===== src/design/skt_pkg.sv =====
// ----------------------------------------------------------------------------
// skt_pkg
// Shared codes for the sorted key table: operation and status encodings.
// ----------------------------------------------------------------------------
package skt_pkg;

    typedef logic [1:0] op_t;
    typedef logic [1:0] status_t;

    localparam op_t OP_INSERT = 2'd0;
    localparam op_t OP_REMOVE = 2'd1;
    localparam op_t OP_LOOKUP = 2'd2;

    localparam status_t ST_OK      = 2'd0;
    localparam status_t ST_DUP     = 2'd1;
    localparam status_t ST_MISSING = 2'd2;
    localparam status_t ST_FULL    = 2'd3;

endpackage


===== src/design/skt_req_if.sv =====
// ----------------------------------------------------------------------------
// skt_req_if
// Request channel: one operation on one key per word.
// ----------------------------------------------------------------------------
interface skt_req_if #(
    parameter int KEY_BITS = 16
);
    import skt_pkg::*;

    logic                valid;
    logic                ready;
    op_t                 operation;
    logic [KEY_BITS-1:0] key;

    modport source (output valid, output operation, output key, input ready);
    modport sink   (input valid, input operation, input key, output ready);

endinterface


===== src/design/skt_rsp_if.sv =====
// ----------------------------------------------------------------------------
// skt_rsp_if
// Response channel: status, rank and occupancy, one word per request.
// ----------------------------------------------------------------------------
interface skt_rsp_if #(
    parameter int POS_BITS = 6,
    parameter int OCC_BITS = 7
);
    import skt_pkg::*;

    logic                valid;
    logic                ready;
    status_t             status;
    logic [POS_BITS-1:0] position;
    logic [OCC_BITS-1:0] occupancy;

    modport source (output valid, output status, output position, output occupancy,
                    input ready);
    modport sink   (input valid, input status, input position, input occupancy,
                    output ready);

endinterface


===== src/design/sorted_key_table.sv =====
// Scan and shift: each takes one key-store access per cycle.
// Throughput: one request at a time; the next is taken once the response is
// in the output register, which holds it while the next request runs.
// Reset: occupancy clears to zero; the key store is not cleared, since only
// entries below the occupancy are ever read.
// ----------------------------------------------------------------------------
// sorted_key_table
// Bounded table of unique keys kept in ascending order in one synchronous
// RAM. Scans for the rank, then shifts entries to insert or remove.
// ----------------------------------------------------------------------------
module sorted_key_table #(
    parameter int CAPACITY = 64,
    parameter int KEY_BITS = 16
) (
    input  logic      clk,
    input  logic      rst_n,
    skt_req_if.sink   req,
    skt_rsp_if.source rsp
);
    import skt_pkg::*;

    localparam int PTR_W = (CAPACITY > 1) ? $clog2(CAPACITY) : 1;
    localparam int CNT_W = $clog2(CAPACITY + 1);

    localparam logic [2:0] S_IDLE   = 3'd0;
    localparam logic [2:0] S_CMP    = 3'd1;
    localparam logic [2:0] S_DECIDE = 3'd2;
    localparam logic [2:0] S_INS    = 3'd3;
    localparam logic [2:0] S_INSK   = 3'd4;
    localparam logic [2:0] S_REM    = 3'd5;
    localparam logic [2:0] S_RESP   = 3'd6;

    logic [2:0]          state_reg,   state_next;
    logic [CNT_W-1:0]    count_reg,   count_next;
    op_t                 op_reg,      op_next;
    logic [KEY_BITS-1:0] key_reg,     key_next;
    logic [PTR_W-1:0]    ptr_reg,     ptr_next;
    logic [CNT_W-1:0]    rank_reg,    rank_next;
    logic                present_reg, present_next;
    status_t             status_reg,  status_next;
    logic [PTR_W-1:0]    pos_reg,     pos_next;

    logic [KEY_BITS-1:0] mem [CAPACITY];
    logic [KEY_BITS-1:0] rd_data_reg;
    logic                mem_we;
    logic                mem_re;
    logic [PTR_W-1:0]    mem_waddr;
    logic [PTR_W-1:0]    mem_raddr;
    logic [KEY_BITS-1:0] mem_wdata;

    logic                rsp_load;
    logic                rsp_free;
    logic [CNT_W-1:0]    ptr_ext;

    assign req.ready = (state_reg == S_IDLE);
    assign ptr_ext   = CNT_W'(ptr_reg);

    always_ff @(posedge clk)
    begin
        if (mem_we)
        begin
            mem[mem_waddr] <= mem_wdata;
        end
        if (mem_re)
        begin
            rd_data_reg <= mem[mem_raddr];
        end
    end

    always_comb
    begin
        state_next   = state_reg;
        count_next   = count_reg;
        op_next      = op_reg;
        key_next     = key_reg;
        ptr_next     = ptr_reg;
        rank_next    = rank_reg;
        present_next = present_reg;
        status_next  = status_reg;
        pos_next     = pos_reg;
        mem_we       = 1'b0;
        mem_re       = 1'b0;
        mem_waddr    = '0;
        mem_raddr    = '0;
        mem_wdata    = key_reg;
        rsp_load     = 1'b0;

        case (state_reg)
            S_IDLE:
            begin
                if (req.valid)
                begin
                    op_next  = req.operation;
                    key_next = req.key;
                    ptr_next = '0;
                    if (count_reg == '0)
                    begin
                        rank_next    = '0;
                        present_next = 1'b0;
                        state_next   = S_DECIDE;
                    end
                    else
                    begin
                        mem_re     = 1'b1;
                        mem_raddr  = '0;
                        state_next = S_CMP;
                    end
                end
            end

            S_CMP:
            begin
                if (rd_data_reg >= key_reg)
                begin
                    rank_next    = ptr_ext;
                    present_next = (rd_data_reg == key_reg);
                    state_next   = S_DECIDE;
                end
                else if (ptr_ext + CNT_W'(1) == count_reg)
                begin
                    rank_next    = count_reg;
                    present_next = 1'b0;
                    state_next   = S_DECIDE;
                end
                else
                begin
                    ptr_next  = ptr_reg + PTR_W'(1);
                    mem_re    = 1'b1;
                    mem_raddr = ptr_reg + PTR_W'(1);
                end
            end

            S_DECIDE:
            begin
                status_next = ST_OK;
                pos_next    = PTR_W'(rank_reg);
                state_next  = S_RESP;
                case (op_reg)
                    OP_INSERT:
                    begin
                        if (present_reg)
                        begin
                            status_next = ST_DUP;
                            pos_next    = '0;
                        end
                        else if (count_reg == CNT_W'(CAPACITY))
                        begin
                            status_next = ST_FULL;
                            pos_next    = '0;
                        end
                        else if (rank_reg == count_reg)
                        begin
                            mem_we     = 1'b1;
                            mem_waddr  = PTR_W'(rank_reg);
                            count_next = count_reg + CNT_W'(1);
                        end
                        else
                        begin
                            ptr_next   = PTR_W'(count_reg - CNT_W'(1));
                            mem_re     = 1'b1;
                            mem_raddr  = PTR_W'(count_reg - CNT_W'(1));
                            state_next = S_INS;
                        end
                    end
                    OP_REMOVE:
                    begin
                        if (!present_reg)
                        begin
                            status_next = ST_MISSING;
                            pos_next    = '0;
                        end
                        else if (rank_reg + CNT_W'(1) == count_reg)
                        begin
                            count_next = count_reg - CNT_W'(1);
                        end
                        else
                        begin
                            ptr_next   = PTR_W'(rank_reg + CNT_W'(1));
                            mem_re     = 1'b1;
                            mem_raddr  = PTR_W'(rank_reg + CNT_W'(1));
                            state_next = S_REM;
                        end
                    end
                    default:
                    begin
                        if (!present_reg)
                        begin
                            status_next = ST_MISSING;
                            pos_next    = '0;
                        end
                    end
                endcase
            end

            S_INS:
            begin
                mem_we    = 1'b1;
                mem_waddr = ptr_reg + PTR_W'(1);
                mem_wdata = rd_data_reg;
                if (ptr_ext == rank_reg)
                begin
                    state_next = S_INSK;
                end
                else
                begin
                    ptr_next  = ptr_reg - PTR_W'(1);
                    mem_re    = 1'b1;
                    mem_raddr = ptr_reg - PTR_W'(1);
                end
            end

            S_INSK:
            begin
                mem_we     = 1'b1;
                mem_waddr  = PTR_W'(rank_reg);
                count_next = count_reg + CNT_W'(1);
                state_next = S_RESP;
            end

            S_REM:
            begin
                mem_we    = 1'b1;
                mem_waddr = ptr_reg - PTR_W'(1);
                mem_wdata = rd_data_reg;
                if (ptr_ext + CNT_W'(1) == count_reg)
                begin
                    count_next = count_reg - CNT_W'(1);
                    state_next = S_RESP;
                end
                else
                begin
                    ptr_next  = ptr_reg + PTR_W'(1);
                    mem_re    = 1'b1;
                    mem_raddr = ptr_reg + PTR_W'(1);
                end
            end

            S_RESP:
            begin
                if (rsp_free)
                begin
                    rsp_load   = 1'b1;
                    state_next = S_IDLE;
                end
            end

            default:
            begin
                state_next = S_IDLE;
            end
        endcase
    end

    always_ff @(posedge clk or negedge rst_n)
    begin
        if (!rst_n)
        begin
            state_reg <= S_IDLE;
            count_reg <= '0;
        end
        else
        begin
            state_reg <= state_next;
            count_reg <= count_next;
        end
    end

    always_ff @(posedge clk)
    begin
        op_reg      <= op_next;
        key_reg     <= key_next;
        ptr_reg     <= ptr_next;
        rank_reg    <= rank_next;
        present_reg <= present_next;
        status_reg  <= status_next;
        pos_reg     <= pos_next;
    end

    skt_result_reg #(
        .POS_BITS (PTR_W),
        .OCC_BITS (CNT_W)
    ) u_result (
        .clk       (clk),
        .rst_n     (rst_n),
        .load      (rsp_load),
        .status    (status_reg),
        .position  (pos_reg),
        .occupancy (count_reg),
        .free      (rsp_free),
        .rsp       (rsp)
    );

`ifndef SYNTHESIS
    a_count_bound: assert property (@(posedge clk) disable iff (!rst_n)
        count_reg <= CNT_W'(CAPACITY))
        else $error("occupancy above capacity");

    a_count_step: assert property (@(posedge clk) disable iff (!rst_n)
        (count_reg != $past(count_reg)) |->
            (count_reg == $past(count_reg) + CNT_W'(1) ||
             count_reg == $past(count_reg) - CNT_W'(1)))
        else $error("occupancy changed by more than one");

    a_no_rw_clash: assert property (@(posedge clk) disable iff (!rst_n)
        !(mem_we && mem_re && mem_waddr == mem_raddr))
        else $error("read and write to the same entry in one cycle");

    a_load_free: assert property (@(posedge clk) disable iff (!rst_n)
        rsp_load |-> (state_reg == S_RESP && rsp_free))
        else $error("response loaded while output register busy");
`endif

endmodule


===== src/design/skt_result_reg.sv =====
// ----------------------------------------------------------------------------
// skt_result_reg
// Output register: holds one response word until the sink takes it.
// ----------------------------------------------------------------------------
module skt_result_reg #(
    parameter int POS_BITS = 6,
    parameter int OCC_BITS = 7
) (
    input  logic                clk,
    input  logic                rst_n,
    input  logic                load,
    input  skt_pkg::status_t    status,
    input  logic [POS_BITS-1:0] position,
    input  logic [OCC_BITS-1:0] occupancy,
    output logic                free,
    skt_rsp_if.source           rsp
);
    import skt_pkg::*;

    logic                valid_reg;
    status_t             status_reg;
    logic [POS_BITS-1:0] position_reg;
    logic [OCC_BITS-1:0] occupancy_reg;

    assign free          = !valid_reg || rsp.ready;
    assign rsp.valid     = valid_reg;
    assign rsp.status    = status_reg;
    assign rsp.position  = position_reg;
    assign rsp.occupancy = occupancy_reg;

    always_ff @(posedge clk or negedge rst_n)
    begin
        if (!rst_n)
        begin
            valid_reg <= 1'b0;
        end
        else if (load)
        begin
            valid_reg <= 1'b1;
        end
        else if (rsp.ready)
        begin
            valid_reg <= 1'b0;
        end
    end

    always_ff @(posedge clk)
    begin
        if (load)
        begin
            status_reg    <= status;
            position_reg  <= position;
            occupancy_reg <= occupancy;
        end
    end

endmodule


===== src/flat_wrapper.sv =====
// flat-port wrapper written by rule: the top's interface ports become plain ports
module sorted_key_table_flat import skt_pkg::*;
#(
    parameter int CAPACITY = 64,
    parameter int KEY_BITS = 16
)
  (clk, rst_n, req_valid, req_operation, req_key, req_ready, rsp_valid, rsp_status, rsp_position, rsp_occupancy, rsp_ready);
  skt_req_if #(.KEY_BITS(KEY_BITS)) req_i ();
  skt_rsp_if #(.POS_BITS((6)), .OCC_BITS((7))) rsp_i ();
  input  logic clk;
  input  logic rst_n;
  input wire logic [$bits(req_i.valid)-1:0] req_valid;
  input wire logic [$bits(req_i.operation)-1:0] req_operation;
  input wire logic [$bits(req_i.key)-1:0] req_key;
  output wire logic [$bits(req_i.ready)-1:0] req_ready;
  output wire logic [$bits(rsp_i.valid)-1:0] rsp_valid;
  output wire logic [$bits(rsp_i.status)-1:0] rsp_status;
  output wire logic [$bits(rsp_i.position)-1:0] rsp_position;
  output wire logic [$bits(rsp_i.occupancy)-1:0] rsp_occupancy;
  input wire logic [$bits(rsp_i.ready)-1:0] rsp_ready;
  assign req_i.valid = req_valid;
  assign req_i.operation = req_operation;
  assign req_i.key = req_key;
  assign req_ready = req_i.ready;
  assign rsp_valid = rsp_i.valid;
  assign rsp_status = rsp_i.status;
  assign rsp_position = rsp_i.position;
  assign rsp_occupancy = rsp_i.occupancy;
  assign rsp_i.ready = rsp_ready;
  sorted_key_table #(.CAPACITY(CAPACITY), .KEY_BITS(KEY_BITS)) u_core (.clk(clk), .rst_n(rst_n), .req(req_i), .rsp(rsp_i));
endmodule

===== config.mk =====
export PLATFORM = sky130hd
export DESIGN_NAME = sorted_key_table_flat
export DESIGN_NICKNAME = d
export VERILOG_FILES = /design/src/design/skt_pkg.sv /design/src/design/skt_req_if.sv /design/src/design/skt_rsp_if.sv /design/src/design/sorted_key_table.sv /design/src/design/skt_result_reg.sv /design/src/flat_wrapper.sv
export SDC_FILE = /design/constraint.sdc
export NUM_CORES = 1
export LEC_CHECK = 0
export BUFFER_PORTS_ARGS = -buffer_cell sky130_fd_sc_hd__buf_2
export CELL_PAD_IN_SITES_DETAIL_PLACEMENT = 0
export CELL_PAD_IN_SITES_GLOBAL_PLACEMENT = 2
export CORE_MARGIN = 2
export CORE_UTILIZATION = 35
export CTS_CLUSTER_DIAMETER = 80
export CTS_CLUSTER_SIZE = 30
export DETAILED_ROUTE_END_ITERATION = 10
export GPL_TIMING_DRIVEN = 0
export PLACE_DENSITY_LB_ADDON = 0.1
export SYNTH_ARGS = -nofsm -noshare
export SYNTH_HDL_FRONTEND = slang
export SYNTH_HIERARCHICAL = 1
export SYNTH_SLANG_ARGS = --single-unit

===== constraint.sdc =====
create_clock -name clk -period 7.8 [get_ports clk]
set_input_delay 0.78 -clock clk [delete_from_list [all_inputs] [get_ports clk]]
set_output_delay 0.78 -clock clk [all_outputs]
set_load 0.1 [all_outputs]

==> run summary <==
# clock sinks = 1106
post-synth cell types = 77
Root Driver = clkbuf_16
Seq/Total Area, Yosys = 73.01%
status = finished clean
per-cell routed wire length = 31.37 µm
Hold WS = 252.2 ps
grt total ovfl = 0
max FFs per register = 1024
CTS Hold Bufs = 1
first-pass GRT wire length = 231300 µm
Synth Flop Type = edfxtp_1
Antenna Nets Post-Route = 0
Ys Warns = 6
Synth Area per Inst = 13.50 µm²
most common cell after layout, fill and taps aside = edfxtp_1
commonest non-fill, non-tap cells in the layout = edfxtp_1 (1095), nand2_1 (850), nand3_1 (239), buf_2 (112), mux2i_1 (112)
CP arrival = 6960 ps
synthesized cell area = 45410 µm²
cell count after synthesis = 3364
final HPWL from detailed placement = 123000 µm
Final period util = 84.76%
Synth area leaders = edfxtp_1 (72%), nand2_1 (7.0%), nand3_1 (2.6%), mux2i_1 (2.5%), a31oi_1 (1.2%)
area leader, netlist = edfxtp_1
IO buf count = 38
flop2flop setup slack = 1190 ps
initial antenna violation count = 12
reg-to-reg endpoint = u_core/rd_data_reg[15]
layout cell share with drive strength beyond 1 = 12.87%
Layout Area Growth over Synthesis = 15.40%
Finished Cell Area = 52410 µm²
Crit. End Element = register
fin crit period = 6611 ps
Crit-path slowest cell = clkbuf_1
Total Wirelength = 168300 µm
clk slew on worst S/H paths = 90 ps
Final Max Tran Viols = 0
worst-case clock buffer depth = 3
Async SR Flop Fraction = 0.9946%
post-CTS sizing = 0
# nets final = 3609
via count = 30130
postcts setup bufs = 0
largest net degree at the start of global routing = 65
CTS tree = done
leakage power = 17.67 nW
Largest delay share family, worst path = buffers and inverters
fmax = 0.1513 GHz
worst vdd ir = 0.2238 mV
Critical Path Source Type = register
CP max stage delay = 1010 ps
die height = 364.2 µm
Worst Reg2Reg Path Length in Cells = 15
Placed Area = 49910 µm²
Tightest Pin Transition = 1455 ps
worst-path cell chain = buf_2 > inv_1 > ha_1 > xor2_1 > nor4b_1 > o2111ai_1 > nand4_1 > nand2_1 > clkbuf_1 > clkbuf_1 > nand2_1 > nand3_1 > nand4_1 > and3_1 > o31ai_1
Crit path depth = 15
worst r2r src = u_core/ptr_reg[0]
drt drc = 0
Die Wd = 364.2 µm
FP Rows = 132
Worst-Skew Late Latency = 730 ps
core area = 129200 µm²
H-tree depth = 3
Routability Congestion = 0.9148
Post-Route Skew = 45.22 ps
Final Hold Viols = 0
Crit Path Max Fanout = 11
DR iter-0 viols = 3669
Hold Crit Class = primary input to register
Crit path required time = 8150 ps
Post-Syn Nets = 3408
Pwr Density = 405.6 nW/µm²
Critical Path Start = u_core/ptr_reg[0]
Top Ports = 39
#FFs+latches synth = 1106
Initial Utilization = 35.16%
share of the synthesized area in the top cell type = 72.40%
RSZ-0062 raised after global routing = no
CP Capture Point = u_core/rd_data_reg[15]
vias in the first global route = 29174
number of flops mapped to enable cells by yosys = 1095
CP bufs+invs = 4
via density per instance = 5.617
Filler cells = 12099
DIE AREA = 132700 µm²
Fin Setup TNS = 0 ps
overall routing resource usage = 25.23%
Final setup violation count = 0
relative slew slack = 2.634%
kind of critical path = register to register
DR pass1 iterations = 6
CTS buffer count = 67
Max Cap Viol = 0
how the worst min path moves through the flow:
| stage | from | endpoint | slack [ps] | cells after the start |
|---|---|---|---|---|
| after floorplan | u_core/pos_reg[0] | u_core/u_result/rsp.position[0] | 400 | 0 |
| after detailed placement | u_core/status_reg[1] | u_core/u_result/rsp.status[1] | 420 | 0 |
| after CTS | req_key[8] | u_core/key_reg[8] | 200 | 1 |
| after global placement | u_core/status_reg[1] | u_core/u_result/rsp.status[1] | 400 | 0 |
| after global routing | req_key[8] | u_core/key_reg[8] | 230 | 1 |
| final | req_key[11] | u_core/key_reg[11] | 250 | 1 |
cell type report:
cell class / instances / area (µm²) / area share [%]
multi-input combinational: 2032 / 11570 / 22.08
antenna: 2 / 5.005 / 0.009549
clock buffer: 68 / 1702 / 3.247
timing repair buffer: 132 / 1973 / 3.765
buffer: 203 / 950.9 / 1.814
inverter: 23 / 86.33 / 0.1647
clock inverter: 56 / 783.3 / 1.494
sequential: 1106 / 33160 / 63.26
tap: 1742 / 2180 / 4.159
stage by stage:
step / utilization [%] / total power (W) / worst slack (ps) / cells
2_1_floorplan: - / 0.01253 / 3016 / 3364
3_3_place_gp: 37.00 / 0.01681 / -3705 / 5144
3_5_place_dp: 38.64 / 0.01712 / 1371 / 5236
4_1_cts: 40.57 / 0.02132 / 1315 / 5361
5_1_grt: 40.58 / 0.02199 / 1166 / 5362
6_report: 40.58 / 0.02126 / 1189 / 5364
routing by layer:
metal / GRT usage (%) / vias up / share of wire (%)
li1: - / 13016 / -
met1: 35.44 / 15786 / 44
met2: 40.63 / 1139 / 47
met3: 3.236 / 183 / 6.6
met4: 8.046 / 6 / 3.1
met5: 0 / - / 0.029
report_power, final:
part	switching [W]	total, W	internal [W]
Sequential	0.000146	0.00797	0.00782
Clock	0.00234	0.00422	0.00188
Combinational	0.00687	0.00907	0.00220
Total	0.00936	0.0213	0.0119
cells by family (layout without fill, tap and decap cells):
kind of cell             count (synthesis)  in the layout  share of synthesized area (%)
AND/OR/NAND/NOR                       1420           1420                          13.67
flip-flops                            1106           1106                          73.01
AO/OA/AOI/OAI                          421            421                          6.706
buffers and inverters                  226            482                          2.284
multiplexers                           126            126                          2.816
XOR/XNOR                                43             43                         0.9064
adder cells (fa/ha/maj)                 22             22                         0.6061
other                                    0              2                              0
Yosys cell counts, drive strengths merged (12+ instances only):
cell / instances
xnor2: 19
clkbuf: 94
inv: 23
a31oi: 87
nand3: 239
a311oi: 42
nand4: 52
a21boi: 15
mux2: 14
nor2: 126
mux2i: 112
buf: 109
a211oi: 33
edfxtp: 1095
a32oi: 49
and3: 60
xor2: 22
a21oi: 50
a22oi: 12
o211ai: 15
nor2b: 18
nand2: 851
nor3: 22
o21ai: 36
ha: 22
Power figures use the tool's default switching activity.
